<file path="src/hw/rtl/smj_pkg.sv">
// Shared types, constants and codes for the sort-merge join block.
`timescale 1ns / 1ps
`default_nettype none
package smj_pkg;

  localparam int KEY_W = 32;
  localparam int ROW_W = 16;
  localparam int GROUP_DEPTH = 16;
  // Buffer never holds more than 16 rows, so one left row yields at most 16 pairs.
  localparam int CAP = (GROUP_DEPTH < 16) ? GROUP_DEPTH : 16;
  localparam int IDX_W = (CAP > 1) ? $clog2(CAP) : 1;
  localparam int CNT_W = $clog2(CAP + 1);
  localparam int FUNC_W = 3;

  typedef enum logic [FUNC_W-1:0] {
    FN_LEFT    = 3'd0,
    FN_RIGHT   = 3'd1,
    FN_LEND    = 3'd2,
    FN_REND    = 3'd3,
    FN_RESTART = 3'd4
  } func_e;

  typedef enum logic [1:0] {
    PH_SEEK    = 2'd0,
    PH_COLLECT = 2'd1,
    PH_MATCH   = 2'd2
  } phase_e;

  // One unit of work for the back end: n pairs of lrow against the buffer,
  // or a single status beat when n is zero.
  typedef struct packed {
    logic [CNT_W-1:0] n;
    logic [ROW_W-1:0] lrow;
    logic             want;
    logic             done;
    logic             ovf;
  } cmd_t;

  // Group buffer write port.
  typedef struct packed {
    logic             en;
    logic [IDX_W-1:0] idx;
    logic [ROW_W-1:0] data;
  } wr_t;

endpackage
`default_nettype wire

</file>
<file path="src/hw/rtl/smj_front.sv">
// Front end: takes input items, runs the merge state and issues work commands.
`timescale 1ns / 1ps
`default_nettype none
module smj_front (
  input  wire logic                      clk_i,
  input  wire logic                      rst_ni,
  input  wire logic                      accept_i,
  input  wire logic [smj_pkg::FUNC_W-1:0] func_i,
  input  wire logic [smj_pkg::KEY_W-1:0]  key_i,
  input  wire logic [smj_pkg::ROW_W-1:0]  row_i,
  output smj_pkg::cmd_t                  cmd_o,
  output smj_pkg::wr_t                   wr_o
);
  import smj_pkg::*;

  phase_e           phase_q, phase_d;
  logic [KEY_W-1:0] lkey_q, lkey_d, rkey_q, rkey_d, gkey_q, gkey_d;
  logic [ROW_W-1:0] lrow_q, lrow_d, rrow_q, rrow_d;
  logic             lp_q, lp_d, rp_q, rp_d, le_q, le_d, re_q, re_d, ovf_q, ovf_d;
  logic [CNT_W-1:0] cnt_q, cnt_d;

  logic             want_cur, done_cur, do_settle, emit;
  logic [ROW_W-1:0] emit_row;
  wr_t              wr;

  function automatic logic requested(phase_e ph, logic lp, logic le, logic rp, logic re);
    logic r;
    if (ph == PH_COLLECT) r = 1'b1;
    else if (ph == PH_MATCH) r = 1'b0;
    else if (!lp && !le) r = 1'b0;
    else if (!rp && !re) r = 1'b1;
    else r = 1'b0;
    return r;
  endfunction

  function automatic logic is_done(phase_e ph, logic lp, logic le, logic rp, logic re);
    return (ph == PH_SEEK) && ((le && !lp) || (re && !rp));
  endfunction

  // Next state.
  always_comb begin
    phase_d   = phase_q;
    lkey_d    = lkey_q;
    lrow_d    = lrow_q;
    rkey_d    = rkey_q;
    rrow_d    = rrow_q;
    gkey_d    = gkey_q;
    lp_d      = lp_q;
    rp_d      = rp_q;
    le_d      = le_q;
    re_d      = re_q;
    ovf_d     = ovf_q;
    cnt_d     = cnt_q;
    do_settle = 1'b0;
    emit      = 1'b0;
    emit_row  = lrow_q;
    wr        = '0;
    want_cur  = requested(phase_q, lp_q, le_q, rp_q, re_q);
    done_cur  = is_done(phase_q, lp_q, le_q, rp_q, re_q);
    if (accept_i) begin
      case (func_i)
        FN_RESTART: begin
          phase_d = PH_SEEK;
          lkey_d  = '0;
          lrow_d  = '0;
          rkey_d  = '0;
          rrow_d  = '0;
          gkey_d  = '0;
          lp_d    = 1'b0;
          rp_d    = 1'b0;
          le_d    = 1'b0;
          re_d    = 1'b0;
          ovf_d   = 1'b0;
          cnt_d   = '0;
        end
        FN_LEND: begin
          le_d = 1'b1;
          if (phase_q == PH_MATCH) phase_d = PH_SEEK;
        end
        FN_REND: begin
          re_d = 1'b1;
          if (phase_q == PH_COLLECT) begin
            emit    = 1'b1;
            lp_d    = 1'b0;
            phase_d = PH_MATCH;
          end
        end
        FN_LEFT: begin
          if (!want_cur && !le_q && !done_cur) begin
            if (phase_q == PH_MATCH && key_i == gkey_q) begin
              emit     = 1'b1;
              emit_row = row_i;
            end else begin
              lkey_d    = key_i;
              lrow_d    = row_i;
              lp_d      = 1'b1;
              phase_d   = PH_SEEK;
              do_settle = 1'b1;
            end
          end
        end
        FN_RIGHT: begin
          if (want_cur && !re_q && !done_cur) begin
            if (phase_q == PH_COLLECT) begin
              if (key_i == gkey_q) begin
                if (cnt_q < CNT_W'(CAP)) begin
                  wr.en   = 1'b1;
                  wr.idx  = cnt_q[IDX_W-1:0];
                  wr.data = row_i;
                  cnt_d   = cnt_q + 1'b1;
                end else begin
                  ovf_d = 1'b1;
                end
              end else begin
                rkey_d  = key_i;
                rrow_d  = row_i;
                rp_d    = 1'b1;
                emit    = 1'b1;
                lp_d    = 1'b0;
                phase_d = PH_MATCH;
              end
            end else begin
              rkey_d    = key_i;
              rrow_d    = row_i;
              rp_d      = 1'b1;
              do_settle = 1'b1;
            end
          end
        end
        default: ;
      endcase
      // Drop the smaller side, or open a group on equal keys.
      if (do_settle && lp_d && rp_d) begin
        if (lkey_d < rkey_d) begin
          lp_d = 1'b0;
        end else if (rkey_d < lkey_d) begin
          rp_d = 1'b0;
        end else begin
          gkey_d  = rkey_d;
          wr.en   = 1'b1;
          wr.idx  = '0;
          wr.data = rrow_d;
          cnt_d   = CNT_W'(1);
          ovf_d   = 1'b0;
          rp_d    = 1'b0;
          phase_d = PH_COLLECT;
        end
      end
    end
  end

  // Command and buffer write.
  always_comb begin
    cmd_o.n    = emit ? cnt_q : '0;
    cmd_o.lrow = emit_row;
    cmd_o.done = is_done(phase_d, lp_d, le_d, rp_d, re_d);
    cmd_o.want = cmd_o.done ? 1'b0 : requested(phase_d, lp_d, le_d, rp_d, re_d);
    cmd_o.ovf  = ovf_d;
    wr_o       = wr;
  end

  always_ff @(posedge clk_i or negedge rst_ni) begin
    if (!rst_ni) begin
      phase_q <= PH_SEEK;
      lkey_q  <= '0;
      lrow_q  <= '0;
      rkey_q  <= '0;
      rrow_q  <= '0;
      gkey_q  <= '0;
      lp_q    <= 1'b0;
      rp_q    <= 1'b0;
      le_q    <= 1'b0;
      re_q    <= 1'b0;
      ovf_q   <= 1'b0;
      cnt_q   <= '0;
    end else begin
      phase_q <= phase_d;
      lkey_q  <= lkey_d;
      lrow_q  <= lrow_d;
      rkey_q  <= rkey_d;
      rrow_q  <= rrow_d;
      gkey_q  <= gkey_d;
      lp_q    <= lp_d;
      rp_q    <= rp_d;
      le_q    <= le_d;
      re_q    <= re_d;
      ovf_q   <= ovf_d;
      cnt_q   <= cnt_d;
    end
  end

endmodule
`default_nettype wire

</file>
<file path="src/hw/rtl/smj_fifo.sv">
// Two-entry command queue between the front and back ends.
`timescale 1ns / 1ps
`default_nettype none
module smj_fifo (
  input  wire logic  clk_i,
  input  wire logic  rst_ni,
  input  wire logic  push_i,
  input  wire smj_pkg::cmd_t data_i,
  output logic       full_o,
  input  wire logic  pop_i,
  output smj_pkg::cmd_t data_o,
  output logic       empty_o
);
  import smj_pkg::*;

  cmd_t       mem_q [2];
  logic       wptr_q, rptr_q;
  logic [1:0] cnt_q;

  assign full_o  = (cnt_q == 2'd2);
  assign empty_o = (cnt_q == 2'd0);
  assign data_o  = mem_q[rptr_q];

  always_ff @(posedge clk_i) begin
    if (push_i) mem_q[wptr_q] <= data_i;
  end

  always_ff @(posedge clk_i or negedge rst_ni) begin
    if (!rst_ni) begin
      wptr_q <= 1'b0;
      rptr_q <= 1'b0;
      cnt_q  <= 2'd0;
    end else begin
      if (push_i) wptr_q <= ~wptr_q;
      if (pop_i) rptr_q <= ~rptr_q;
      cnt_q <= cnt_q + {1'b0, push_i} - {1'b0, pop_i};
    end
  end

endmodule
`default_nettype wire

</file>
<file path="src/hw/rtl/smj_back.sv">
// Back end: group buffer, pair replay and the output register.
`timescale 1ns / 1ps
`default_nettype none
module smj_back (
  input  wire logic                      clk_i,
  input  wire logic                      rst_ni,
  input  wire smj_pkg::wr_t              wr_i,
  input  wire smj_pkg::cmd_t             cmd_i,
  input  wire logic                      cmd_empty_i,
  output logic                           cmd_pop_o,
  input  wire logic                      pop_i,
  output logic                           empty_o,
  output logic                           pair_valid_o,
  output logic [smj_pkg::ROW_W-1:0]      left_row_o,
  output logic [smj_pkg::ROW_W-1:0]      right_row_o,
  output logic                           want_right_o,
  output logic                           done_res_o,
  output logic                           overflow_o,
  output logic                           last_o
);
  import smj_pkg::*;

  logic [ROW_W-1:0] mem_q [CAP];

  cmd_t             cmd_q, cmd_d, src;
  logic [CNT_W-1:0] idx_q, idx_d, src_idx, nxt_idx;
  logic             busy_q, busy_d, ov_q, ov_d;
  logic             can_load, cont, take_new, load, is_pair, is_last;

  assign can_load  = !ov_q || pop_i;
  assign cont      = can_load && busy_q;
  assign take_new  = can_load && !busy_q && !cmd_empty_i;
  assign load      = cont || take_new;
  assign cmd_pop_o = take_new;

  always_comb begin
    src     = cont ? cmd_q : cmd_i;
    src_idx = cont ? idx_q : '0;
    nxt_idx = src_idx + 1'b1;
    is_pair = (src.n != '0);
    is_last = !is_pair || (nxt_idx == src.n);
    busy_d  = busy_q;
    cmd_d   = cmd_q;
    idx_d   = idx_q;
    ov_d    = ov_q;
    if (can_load) ov_d = load;
    if (load) begin
      busy_d = is_pair && !is_last;
      cmd_d  = src;
      idx_d  = nxt_idx;
    end
  end

  always_ff @(posedge clk_i) begin
    if (wr_i.en) mem_q[wr_i.idx] <= wr_i.data;
  end

  // Output payload; the buffer read is registered here.
  always_ff @(posedge clk_i) begin
    if (load) begin
      pair_valid_o <= is_pair;
      left_row_o   <= is_pair ? src.lrow : '0;
      right_row_o  <= is_pair ? mem_q[src_idx[IDX_W-1:0]] : '0;
      want_right_o <= src.want;
      done_res_o   <= src.done;
      overflow_o   <= src.ovf;
      last_o       <= is_last;
    end
  end

  always_ff @(posedge clk_i or negedge rst_ni) begin
    if (!rst_ni) begin
      busy_q <= 1'b0;
      ov_q   <= 1'b0;
      idx_q  <= '0;
      cmd_q  <= '0;
    end else begin
      busy_q <= busy_d;
      ov_q   <= ov_d;
      idx_q  <= idx_d;
      cmd_q  <= cmd_d;
    end
  end

  assign empty_o = !ov_q;

endmodule
`default_nettype wire

</file>
<file path="src/hw/rtl/sort_merge_join.sv">
// Top level of the sort-merge join: front end, command queue, back end.
`timescale 1ns / 1ps
`default_nettype none
//
//  channel  | handshake               | beat
//  ---------+-------------------------+---------------------------------------------
//  input    | push_i / full_o         | func_i, key_i, row_i
//  result   | pop_i / empty_o         | pair_valid_o, left_row_o, right_row_o,
//           |                         | want_right_o, done_res_o, overflow_o, last_o
//
//  A beat that yields no pair is taken every cycle while full_o is low; its status
//  beat passes through the queue and then the output register to the result ports.
//  A beat that yields n pairs (n up to 16) keeps full_o high until its last
//  pair beat is popped; the single buffer read port replays one pair per cycle
//  while the output is not stalled.
//  Reset is asynchronous, active low; the group buffer needs no clearing.
//  Output stalls back up through the two-entry command queue into full_o.
//
module sort_merge_join (
  input  wire logic                      clk_i,
  input  wire logic                      rst_ni,
  input  wire logic                      push_i,
  output logic                           full_o,
  input  wire logic [smj_pkg::FUNC_W-1:0] func_i,
  input  wire logic [smj_pkg::KEY_W-1:0]  key_i,
  input  wire logic [smj_pkg::ROW_W-1:0]  row_i,
  input  wire logic                      pop_i,
  output logic                           empty_o,
  output logic                           pair_valid_o,
  output logic [smj_pkg::ROW_W-1:0]      left_row_o,
  output logic [smj_pkg::ROW_W-1:0]      right_row_o,
  output logic                           want_right_o,
  output logic                           done_res_o,
  output logic                           overflow_o,
  output logic                           last_o
);
  import smj_pkg::*;

  cmd_t cmd_in, cmd_out;
  wr_t  wr;
  logic q_full, q_empty, q_pop, accept, pend_q;

  // Hold new beats while a pair command is in flight: the buffer it replays
  // must not change under it.
  assign full_o = q_full || pend_q;
  assign accept = push_i && !full_o;

  smj_front u_front (
    .clk_i    (clk_i),
    .rst_ni   (rst_ni),
    .accept_i (accept),
    .func_i   (func_i),
    .key_i    (key_i),
    .row_i    (row_i),
    .cmd_o    (cmd_in),
    .wr_o     (wr)
  );

  smj_fifo u_fifo (
    .clk_i   (clk_i),
    .rst_ni  (rst_ni),
    .push_i  (accept),
    .data_i  (cmd_in),
    .full_o  (q_full),
    .pop_i   (q_pop),
    .data_o  (cmd_out),
    .empty_o (q_empty)
  );

  smj_back u_back (
    .clk_i        (clk_i),
    .rst_ni       (rst_ni),
    .wr_i         (wr),
    .cmd_i        (cmd_out),
    .cmd_empty_i  (q_empty),
    .cmd_pop_o    (q_pop),
    .pop_i        (pop_i),
    .empty_o      (empty_o),
    .pair_valid_o (pair_valid_o),
    .left_row_o   (left_row_o),
    .right_row_o  (right_row_o),
    .want_right_o (want_right_o),
    .done_res_o   (done_res_o),
    .overflow_o   (overflow_o),
    .last_o       (last_o)
  );

  // Set on a pair command, clear when its last pair beat leaves.
  always_ff @(posedge clk_i or negedge rst_ni) begin
    if (!rst_ni) begin
      pend_q <= 1'b0;
    end else if (accept && (cmd_in.n != '0)) begin
      pend_q <= 1'b1;
    end else if (pop_i && !empty_o && pair_valid_o && last_o) begin
      pend_q <= 1'b0;
    end
  end

  a_pend_blocks: assert property (@(posedge clk_i) disable iff (!rst_ni)
    pend_q |-> full_o)
    else $error("input accepted while pairs in flight");

  a_status_single: assert property (@(posedge clk_i) disable iff (!rst_ni)
    (!empty_o && !pair_valid_o) |-> last_o)
    else $error("status beat not marked last");

  a_status_zero: assert property (@(posedge clk_i) disable iff (!rst_ni)
    (!empty_o && !pair_valid_o) |-> (left_row_o == '0 && right_row_o == '0))
    else $error("status beat carries row ids");

  a_done_no_want: assert property (@(posedge clk_i) disable iff (!rst_ni)
    (!empty_o && done_res_o) |-> !want_right_o)
    else $error("done beat requests right side");

  a_pair_pend: assert property (@(posedge clk_i) disable iff (!rst_ni)
    (!empty_o && pair_valid_o) |-> pend_q)
    else $error("pair beat without pending command");

endmodule
`default_nettype wire

</file>
<file path="config.mk">
export PLATFORM = sky130hd
export DESIGN_NAME = sort_merge_join
export DESIGN_NICKNAME = d
export VERILOG_FILES = /design/src/hw/rtl/smj_pkg.sv /design/src/hw/rtl/smj_front.sv /design/src/hw/rtl/smj_fifo.sv /design/src/hw/rtl/smj_back.sv /design/src/hw/rtl/sort_merge_join.sv
export SDC_FILE = /design/constraint.sdc
export NUM_CORES = 1
export LEC_CHECK = 0
export BUFFER_PORTS_ARGS = -buffer_cell sky130_fd_sc_hd__buf_2
export CAP_MARGIN = 25
export CORE_ASPECT_RATIO = 0.8
export CORE_MARGIN = 5
export CORE_UTILIZATION = 30
export CTS_CLUSTER_DIAMETER = 50
export CTS_CLUSTER_SIZE = 30
export DETAILED_ROUTE_END_ITERATION = 6
export GPL_TIMING_DRIVEN = 0
export HOLD_SLACK_MARGIN = 0.15
export PLACE_DENSITY = 0.56
export SETUP_SLACK_MARGIN = 0.4
export SLEW_MARGIN = 5
export SYNTH_ARGS = -nofsm -noshare
export SYNTH_HDL_FRONTEND = slang
export SYNTH_SLANG_ARGS = --single-unit
</file>
<file path="constraint.sdc">
create_clock -name clk_i -period 11.7 [get_ports clk_i]
set_clock_uncertainty 0.15 [all_clocks]
set_input_delay 0.585 -clock clk_i [delete_from_list [all_inputs] [get_ports clk_i]]
set_output_delay 0.585 -clock clk_i [all_outputs]
set_load 0.005 [all_outputs]
</file>
**Word-level counts from Yosys, hierarchy flattened**

Memory sizes are Yosys's and may differ from the RTL's. A register that Yosys moved wholly into a read port is not among the register bits.
Cells that the tools add are included.

- Bits in registers: 197
- RAM bits: 304
- Input port bits: 55
- Output and inout port bits: 39
- Word-level logic and storage cells: 229
- Memories: 2

- $add $sub $neg: 4
- $lt $le $gt $ge: 3
- Equal/unequal tests: 13
- Muxes and demuxes: 117
- Bitwise logic cells: 2
- Reductions and logical operators: 58

Memory list:

| memory | depth | bits a word | rd ports | clocked after memory_dff | wr ports | line | source |
|---|---|---|---|---|---|---|---|
| u_back.mem_q | 16 | 16 | 1 | 1 | 1 | smj_back.sv:23 | `logic [ROW_W-1:0] mem_q [CAP];` |
| u_fifo.mem_q | 2 | 24 | 1 | 0 | 1 | smj_fifo.sv:16 | `cmd_t mem_q [2];` |

Operators by type and width:

| kind | number |
|---|---|
| 32-bit two-way mux | 11 |
| 21-bit two-way mux | 9 |
| 16-bit two-way mux | 9 |
| 32-bit case mux with 2 select lines | 2 |
| 32-bit less-than comparator | 2 |
| 16-bit case mux with 2 select lines | 2 |
| 1-bit two-way mux | 54 |
| 5-bit two-way mux | 9 |
| 32-bit equality test | 1 |
| 1-bit logical AND | 26 |
| 24-bit two-way mux | 1 |
| 2-bit two-way mux | 11 |
| 1-bit logical NOT | 17 |
| 5-bit by 1-bit adder with 5-bit output, second input constant | 2 |
| 1-bit case mux with 2 select lines | 5 |
| 2-bit case mux with 5 select lines | 1 |
| 5-bit case mux with 2 select lines | 1 |
| 5-bit nonzero test | 2 |
| 2-bit equality test, second input constant | 3 |
| 3-bit by 2-bit equality test with 1-bit output, second input constant | 2 |
| 2-bit logical NOT | 3 |
| 1-bit logical OR | 6 |
| 5-bit equality test | 1 |
| 5-bit less-than comparator, second input constant | 1 |
| 13 further kinds | 16 |

**Longest topological paths before layout**

Gate-level depths: netlist of the first run.

- Word-level depth: 23
- Depth in mapped cells: 20
- Mapped depth without buffers: 18

**By module**

A second synthesis of the first run with hierarchy kept.

- Cells, all modules: 1668
- Area, all modules: 22609.2 sq um

By module, submodules not included:

| module | instances | cells an instance | area an instance (sq um) | seq. area each (sq um) |
|---|---|---|---|---|
| smj_back | 1 | 739 | 12648.4 | 9574.2 |
| smj_front | 1 | 831 | 7862.5 | 3503.4 |
| smj_fifo | 1 | 90 | 2030.7 | 1541.5 |
| sort_merge_join | 1 | 8 | 67.6 | 25.0 |

**Worst setup path before layout of the first run**

No wires, ideal clock.

- Path type: input to register
- Start point: input key_i[24] in the netlist's numbering
- End point: memory u_back.mem_q[0][0], enable pin
- Library setup time: 0.414 ns
- Data arrival time: 5.548 ns
- Required time: 11.136 ns
- Path slack: 5.588 ns
- Cell stages on the path: 18
- Path buffers: 2
- Cells stage by stage: xnor2_1 nand4_1 nor4_4 nand2_2 nor3_1 nor2_1 o21ai_1 clkbuf_1 a22oi_1 ha_1 nand4_1 or4_1 or3_1 o21ba_2 and3_1 buf_2 a21oi_1 a211oi_1

- Cells in the longest elaborated chain, start to end: 13
- Elaborated cells between the ends (all ways): 41
- Those cells by class: order compare: 2; eq/ne: 1; mux: 35; reduce/logical: 3

RTL lines:

| what | line | source |
|---|---|---|
| from (decl) | sort_merge_join.sv:25 | `input wire logic [smj_pkg::KEY_W-1:0] key_i,` |
| 32-bit equality test | smj_front.sv:90, smj_front.sv:105 |  |
| 32-bit two-way mux or 1-bit logical AND (tied branches) | smj_front.sv:105, smj_front.sv:90 |  |
| 32-bit two-way mux, on equally long branches | smj_front.sv:104, smj_front.sv:90 |  |
| 32-bit two-way mux, on equally long branches | smj_front.sv:103, smj_front.sv:89 |  |
| 32-bit case mux with 2 select lines | smj_front.sv:61 | `case (func_i)` |
| 32-bit two-way mux | smj_front.sv:60 | `if (accept_i) begin` |
| 32-bit less-than comparator | smj_front.sv:136 | `end else if (rkey_d < lkey_d) begin` |
| 21-bit two-way mux | smj_front.sv:136 |  |
| 21-bit two-way mux | smj_front.sv:134 | `if (lkey_d < rkey_d) begin` |
| 21-bit two-way mux * | smj_front.sv:133 | `if (do_settle && lp_d && rp_d) begin` |
| 21-bit two-way mux * | smj_front.sv:60 |  |
| 1-bit two-way mux | smj_back.sv:55 | `if (wr_i.en) mem_q[wr_i.idx] <= wr_i.data;` |
| 1-bit two-way mux (implied by the code) | smj_back.sv:55 |  |
| to (decl) | smj_back.sv:23 |  |

Mark *: on every way between the ends. The rest lies on a longest branch, timed or not. The select of a mux whose other input is x is not followed.

==> metrics.csv, run 1 <==
stage;metric;value;unit
setup_path;crit_path_cell_trace;dlygate4sd3_1, buf_2, xnor2_1, nand4_1, nor4_4, nand2_2, nor3_1, nor2_1, o21ai_1, clkbuf_1, a22oi_1, ha_1, nand3_1, nor4_1, nand2_1, nand3_1, nor2_1, or4b_4, nor2_4, buf_6, a22o_1;
placement;gp_congestion;0.877;
power;power.density;205;nW/um^2
layout;drive_above_1_share;12.5;%
placement;dp_hpwl;44300;um
layout;nets;2050;
clock_network;cts_tree;yes;
synth;synth.avg_cell_area;12.5;um^2
global_route;grt_first_pass_wirelength;94200;um
die;start_util;30.3;%
timing;finalSetupTns;0;ns
synth;seq_area_frac_synth;65.5;%
clock_network;cts_buffers;43;
power;ir_worst_vdd;0.126;mV
detailed_routing;routed_wl;62600;um
clock_network;clkTransAtPathRegs;0.06;ns
power;clkPwrFrac;28.6;%
run;drv_cap;0;
layout;final_cells;2993;
synth;synth_top_area_cell;edfxtp_1;
clock_network;cts_sinks;517;
synth;synth_ff_type;edfxtp_1;
global_route;grt_max_degree;101;
global_route;grt_pass1_vias;15300;
global_route;grt-ovfl-total;0;
die;dieArea;80100;um^2
outcome;status;finished clean;
detailed_routing;drc;0;
clock_network;cts_root_buf;clkbuf_16;
clock_network;cts_buffer_depth;3;
layout;layout_commonest_cell;edfxtp_1;
detailed_routing;vias_per_cell;5.23;
detailed_routing;vias;15700;
synth;synth_top_area_share;45.8;%
synth;syn_area;22400;um^2
power;leakagePower;10.4;nW
power;power;0.00535;W
detailed_routing;wl_per_cell;20.9;um
synth;ys_warn_count;0;
timing;setup_viol;0;
synth;synthAdderAreaFrac;2.07;%
setup_path;critPathArrivalTime;7.57;ns
setup_path;reg2reg_setup_slack;4.27;ns
placement;port_buffers;92;
clock_network;postCtsResizedCells;0;
die;row_count;89;
setup_path;slowest_delay;0.94;ns
setup_path;start_kind;input pin;
setup_path;crit_type;input pin to flip-flop;
synth;ys_top_cells_by_area;edfxtp_1 (46%), dfrtp_1 (20%), o21ai_0 (2.9%);
setup_path;worstPathRequired;11.77;ns
synth;synthesis.nets;1874;
clock_network;post_cts_buffers;0;
timing;finalHoldViolCount;0;
placement;place_ws;4.26;ns
synth;synth_compound_gate_area_share;15.2;%
timing;rsz0062_at_grt;false;
synth;synth_mux_area_share;3.51;%
die;die_y;254;um
layout;final_cell_mix;edfxtp_1 (341), dfrtp_1 (176), nand2_1 (168), o21ai_0 (128), clkbuf_1 (104);
timing;slew_viol_final;0;
clock_network;worstSkewPairLatency;0.59;ns
synth;synth-xor-area-share;1.72;%
synth;synth_top_family_by_area;compound AO/OA/AOI/OAI gates;
detailed_routing;drt_iter0_drc;1562;
clock_network;htreeDepth;2;
power;p_comb_share;28.2;%
timing;worst_pin_slew;1.07;ns
layout;areaGrowthSynthToFinish;16.8;%
global_route;grt_use_total;15.2;%
synth;synth_edf_count;341;
timing;timing.fmax;0.133;GHz
global_route;antenna_found_initial;5;
setup_path;cpMaxStageDelayCell;nor4_1;
detailed_routing;first_pass_iters;5;
setup_path;path_max_fanout;16;
power;swShare;34.6;%
timing;relSlewSlack;27.7;%
timing;setup_ws;4.20;ns
synth;ys_types;65;
power;pwr-share-seq;43.2;%
power;internal-power;0.00350;W
setup_path;crit_buf_inv;4;
die;num_io_pins;94;
placement;numPlacedInstances;2897;
synth;ys_ff_latch;517;
timing;period_minus_slack;7.50;ns
die;core_area;73800;um^2
die;die_x;315;um
setup_path;end_kind;flip-flop;
power;p_switching;0.00185;W
detailed_routing;drtAntennaViolNets;0;
setup_path;critical-path-top-delay-family;simple AND/OR/NAND/NOR gates;
synth;async_reset_ff_share;34.0;%
synth;syn_inst;1782;
timing;fin_crit_sh;64.1;%
synth;yosys.area_share.simple;9.05;%
worst_hold_path;hp-class;input pin to flip-flop;
## registers in the layout, indices dropped and copies added, names as in the netlist, 2 cells and up
| register | cells |
|---|---|
| u_front.cnt_q | 5 |
| u_fifo.mem_q | 48 |
| u_front.gkey_q | 32 |
| u_back.left_row_o | 16 |
| u_front.lkey_q | 32 |
| u_back.right_row_o | 16 |
| u_back.mem_q | 256 |
| u_back.cmd_q | 24 |
| u_front.rrow_q | 16 |
| u_front.phase_q | 2 |
| u_back.idx_q | 5 |
| u_front.rkey_q | 32 |
| u_fifo.cnt_q | 2 |
| u_front.lrow_q | 16 |
## synthesized netlist by cell type, types with 32 or more instances
| library cell | instances |
|---|---|
| nand2_1 | 168 |
| and3_1 | 70 |
| o22ai_1 | 32 |
| a22oi_1 | 32 |
| nand3_1 | 43 |
| o221ai_1 | 32 |
| nor2_1 | 72 |
| a22o_1 | 53 |
| clkbuf_1 | 103 |
| ha_1 | 37 |
| xnor2_1 | 39 |
| mux2i_1 | 56 |
| o21ai_0 | 128 |
| a211oi_1 | 85 |
| edfxtp_1 | 341 |
| a21oi_1 | 88 |
| dfrtp_1 | 176 |
| inv_1 | 49 |
## cell families (layout without fill, tap and decap cells)
| group | count (synthesis) | after routing |
|---|---|---|
| other | 0 | 1 |
| xor gates and xnor gates | 44 | 44 |
| adders and majority gates | 37 | 37 |
| AOI/OAI and AO/OA | 516 | 516 |
| DFF | 517 | 517 |
| buffers and inverters | 173 | 382 |
| and+or+nand+nor | 419 | 419 |
| muxes | 76 | 76 |
## metal layers
layer / part of all wire, % / global-route usage (%) / vias to the layer above
li1: - / - / 7110
met1: 46 / 22.0 / 7857
met2: 44 / 23.6 / 594
met3: 8.2 / 3.36 / 97
met4: 2.1 / 3.52 / 6
met5: 0.066 / 0 / -
## through the flow
step	util (%)	hold WS (ns)	cell area [um^2]
after CTS	35.4	0.151	26100
after floorplan	-	0.139	22400
final	35.4	0.176	26100
after detailed placement	33.1	0.311	24500
after global placement	32.6	0.303	24100
after global routing	35.4	0.162	26100
## layout make-up
class,count,area [um^2]
antenna,1,2.50
buffer,120,473
clock buffer,48,1150
clock inverter,30,354
fill,7172,47700
inverter,53,199
multi-input combinational,1092,7110
sequential,517,14600
tap,1001,1250
timing repair buffer,131,933
## timing repair
action / in CTS / in global routing
endpoints found under the setup margin: 0 / 0
endpoints found under the hold margin: 120 / 1
hold buffers: 15 / 1
## power groups by stage
stage          Clock [W]  Combinational, W  Sequential [W]
6_report         0.00153           0.00151         0.00231
5_1_grt          0.00164           0.00165         0.00233
4_1_cts          0.00156           0.00150         0.00231
3_5_place_dp           0           0.00149         0.00235
3_3_place_gp           0           0.00144         0.00235
2_1_floorplan          0          0.000909         0.00234
## path summary, 6_finish.rpt
path / startpoint / endpoint / cells past startpoint
max: key_i[1] / u_back.mem_q[9][12]$_DFFE_PP_ / 21
min: key_i[2] / u_front.lkey_q[2]$_DFFE_PN0P_ / 2
max reg2reg: u_front.gkey_q[7]$_DFFE_PN0P_ / u_back.mem_q[9][12]$_DFFE_PP_ / 19
min reg2reg: u_front.rkey_q[23]$_DFFE_PN0P_ / u_front.rkey_q[23]$_DFFE_PN0P_ / 2
max in group asynchronous: rst_ni / u_back.cmd_q[12]$_DFFE_PN0P_ / 3
min in group asynchronous: rst_ni / u_front.lkey_q[28]$_DFFE_PN0P_ / 2
(Power assumes the default switching activity.)
==> run 2: changes to the inputs <==
--- a/config.mk
+++ b/config.mk
@@ -5,6 +5,7 @@
 export SDC_FILE = /design/constraint.sdc
 export NUM_CORES = 1
 export LEC_CHECK = 0
+export ABC_AREA = 1
 export BUFFER_PORTS_ARGS = -buffer_cell sky130_fd_sc_hd__buf_2
 export CAP_MARGIN = 25
 export CORE_ASPECT_RATIO = 0.8
==> constraint.sdc (replaced) <==
create_clock -name clk_i -period 7.34 [get_ports clk_i]
set_clock_uncertainty 0.15 [all_clocks]
set_input_delay 0.367 -clock clk_i [delete_from_list [all_inputs] [get_ports clk_i]]
set_output_delay 0.367 -clock clk_i [all_outputs]
set_load 0.005 [all_outputs]
==> metrics.csv, run 2 <==
stage;metric;value;unit;change
synth;synth_top_area_cell;edfxtp_1;;
global_route;grt_util_met3;2.77;%;-0.59 points
timing;finalHoldViolCount;0;;unchanged
synth;synth_top_area_share;44.1;%;-1.7 points
detailed_routing;vias_per_cell;5.05;;-3.6%
synth;synth_ff_type;edfxtp_1;;
layout;nets;2519;;+23%
detailed_routing;drc;0;;unchanged
timing;hold_ws;0.200;ns;+0.0241 ns
layout;regMostFlops;u_back.mem_q;;
clock_network;hold_buffers;54;;+39
setup_path;worstPathRequired;7.42;ns;-4.35 ns
global_route;grt_first_pass_wirelength;105000;um;+12%
setup_path;start_kind;input pin;;
global_route;antenna_found_initial;1;;-4
synth;synth_common_cells;o21ai_0 (368), edfxtp_1 (341), nand2_1 (283);;
die;row_count;91;;+2.2%
global_route;use_met2;24.7;%;+1.1 points
timing;fin_crit_sh;79.4;%;
clock_network;cts_buffers;53;;+23%
global_route;grt-busiest-layer;met2;;
synth;ys_warn_count;0;;unchanged
setup_path;crit_type;input pin to flip-flop;;
timing;period_minus_slack;5.83;ns;
synth;ys_types;43;;-34%
synth;synth.avg_cell_area;10.5;um^2;-16%
power;power.density;377;nW/um^2;+84%
layout;layout_commonest_cell;o21ai_0;;
layout;antenna_cells;0;;-1
setup_path;path_max_fanout;16;;unchanged
synth;syn_inst;2201;;+24%
setup_path;cp-startpoint;key_i[19];;
placement;port_buffers;93;;+1.1%
clock_network;htreeDepth;2;;unchanged
timing;finalSetupTns;0;ns;unchanged
clock_network;post_cts_buffers;0;;unchanged
layout;reg_top3;u_back.mem_q (256), u_fifo.mem_q (48);;
timing;worst_pin_slew;1.00;ns;-0.0746 ns
worst_hold_path;hp-class;input pin to asynchronous set/reset pin;;
run;drv_cap;0;;unchanged
detailed_routing;routed_wl;69300;um;+11%
synth;yosysMostFrequentCell;o21ai_0;;
power;ir_worst_vdd;0.223;mV;+77%
setup_path;end_kind;flip-flop;;
synth;syn_area;23200;um^2;+3.7%
die;start_util;30.2;%;-0.10 points
clock_network;cts_buffer_depth;3;;unchanged
global_route;grt_max_degree;91;;-9.9%
detailed_routing;drtAntennaViolNets;0;;unchanged
timing;relSlewSlack;33.4;%;+5.6 points
placement;dp_hpwl;48900;um;+10%
timing;setup_viol;0;;unchanged
power;leakagePower;11.1;nW;+6.8%
detailed_routing;vias;17600;;+13%
clock_network;cts_sinks;517;;unchanged
setup_path;critPathArrivalTime;5.91;ns;-1.66 ns
layout;final_cell_mix;o21ai_0 (365), edfxtp_1 (341), nand2_1 (283), inv_1 (198), dfrtp_1 (176);;
clock_network;clkTransAtPathRegs;0.07;ns;about the same
synth;synth_edf_count;341;;unchanged
clock_network;worstSkewPairLatency;0.61;ns;+0.02 ns
timing;rsz0062_at_grt;false;;
die;die_x;321;um;+1.8%
synth;ys_ff_latch;517;;unchanged
clock_network;postCtsResizedCells;0;;unchanged
timing;timing.fmax;0.172;GHz;
setup_path;timing.rr.start;u_front.gkey_q[19]$_DFFE_PN0P_;;
setup_path;r2r_cells;18;;-1
global_route;grt_use_total;16.2;%;+1.0 points
synth;seq_area_frac_synth;63.1;%;-2.4 points
layout;drive_above_1_share;13.5;%;+1.1 points
die;dieArea;83000;um^2;+3.6%
layout;areaGrowthSynthToFinish;20.1;%;
synth;synthesis.nets;2293;;+22%
synth;ys_top_cells_by_area;edfxtp_1 (44%), dfrtp_1 (19%), o21ai_0 (7.9%);;
die;num_io_pins;94;;unchanged
die;die_y;259;um;+1.8%
global_route;grt_use_met1;24.1;%;+2.1 points
global_route;grt-ovfl-total;0;;unchanged
outcome;status;finished clean;;
layout;nFillCells;7560;;+5.4%
clock_network;cts_root_buf;clkbuf_16;;
die;core_area;76900;um^2;+4.1%
clock_network;cts_tree;yes;;
detailed_routing;first_pass_iters;5;;unchanged
layout;largest_register_ffs;256;;unchanged
synth;async_reset_ff_share;34.0;%;unchanged
global_route;grt_pass1_vias;17100;;+12%
detailed_routing;wl_per_cell;19.8;um;-5.1%
placement;gp_congestion;0.865;;-1.4%
timing;slew_viol_final;0;;unchanged
detailed_routing;drt_iter0_drc;1716;;+9.9%
==> run 2: cell types whose count changed in the layout (fill, tap and decap cells not counted), moves of 62 or more <==
cell,delta
nand2_1,+115
a211oi_1,-84
nor2_1,+106
o21bai_1,+62
inv_1,+150
o21ai_0,+237
and3_1,-70
o22ai_1,+81
o211ai_1,+63
==> run 2: area by class of cell <==
type | count | area (um^2) | area share [%]
buffer | 123 | 520 | 1.87
clock inverter | 40 | 507 | 1.82
multi-input combinational | 1336 | 7320 | 26.3
timing repair buffer | 171 | 1380 | 4.94
inverter | 225 | 847 | 3.04
clock buffer | 58 | 1380 | 4.93
sequential | 517 | 14600 | 52.5
tap | 1023 | 1280 | 4.59
==> run 2: worst paths after layout <==
check,endpoint,slack [ns]
worst max register to register,u_back.mem_q[3][7]$_DFFE_PP_,1.52
worst max-delay path,u_back.mem_q[3][7]$_DFFE_PP_,1.51
worst min-delay path,u_front.rkey_q[22]$_DFFE_PN0P_,0.20
worst min register to register,u_back.cmd_q[16]$_DFFE_PN0P_,0.33
max in group asynchronous,u_front.lrow_q[14]$_DFFE_PN0P_,5.89
min in group clk_i,u_front.re_q$_DFF_PN0_,0.20
==> run 2: cells by family after synthesis <==
family / Yosys count / share of synthesized area, %
adders and majority gates: 37 / 2.00
DFF: 517 / 63.1
xor gates and xnor gates: 32 / 1.21
buffers and inverters: 348 / 5.89
and+or+nand+nor: 583 / 10.6
AOI/OAI and AO/OA: 684 / 17.2
==> run 2: layer usage <==
metal / vias to the layer above / share of wire, %
met5: - / 0.016
li1: 8205 / -
met2: 696 / 44
met4: 2 / 2.4
met3: 101 / 7.6
met1: 8624 / 46
==> run 2: worst max-delay path, stage by stage <==
cell and delay [ns]:
dlygate4sd3_1 0.53, buf_2 0.14, xnor2_1 0.14, nand2_1 0.07, nor2_1 0.26, nand2_1 0.18
nor2_4 0.20, nand3_2 0.15, nand2_4 0.13, clkbuf_1 0.63, o22ai_1 0.23, ha_1 0.37
nand2_1 0.09, or4_1 0.53, nor3_1 0.15, nand3_1 0.17, nor2_2 0.25, nand2_4 0.16
clkbuf_1 0.32, o22ai_2 0.82
==> run 2: stage by stage <==
stage,instances,setup slack [ns],instance area [um^2],total power [W],utilization (%)
2_1_floorplan,2201,2.42,23200,0.00628,-
3_5_place_dp,3341,1.58,25400,0.00764,33.1
3_3_place_gp,3317,0.434,24900,0.00753,32.5
6_report,3493,1.51,27900,0.0105,36.3
5_1_grt,3493,1.18,27900,0.0112,36.3
4_1_cts,3493,1.59,27900,0.0105,36.3
==> run 2: report_power, final <==
group	switching [W]	internal, W	total (W)
sequential	0.000219	0.00369	0.00391
combinational	0.00252	0.00121	0.00374
clock	0.00130	0.00156	0.00286
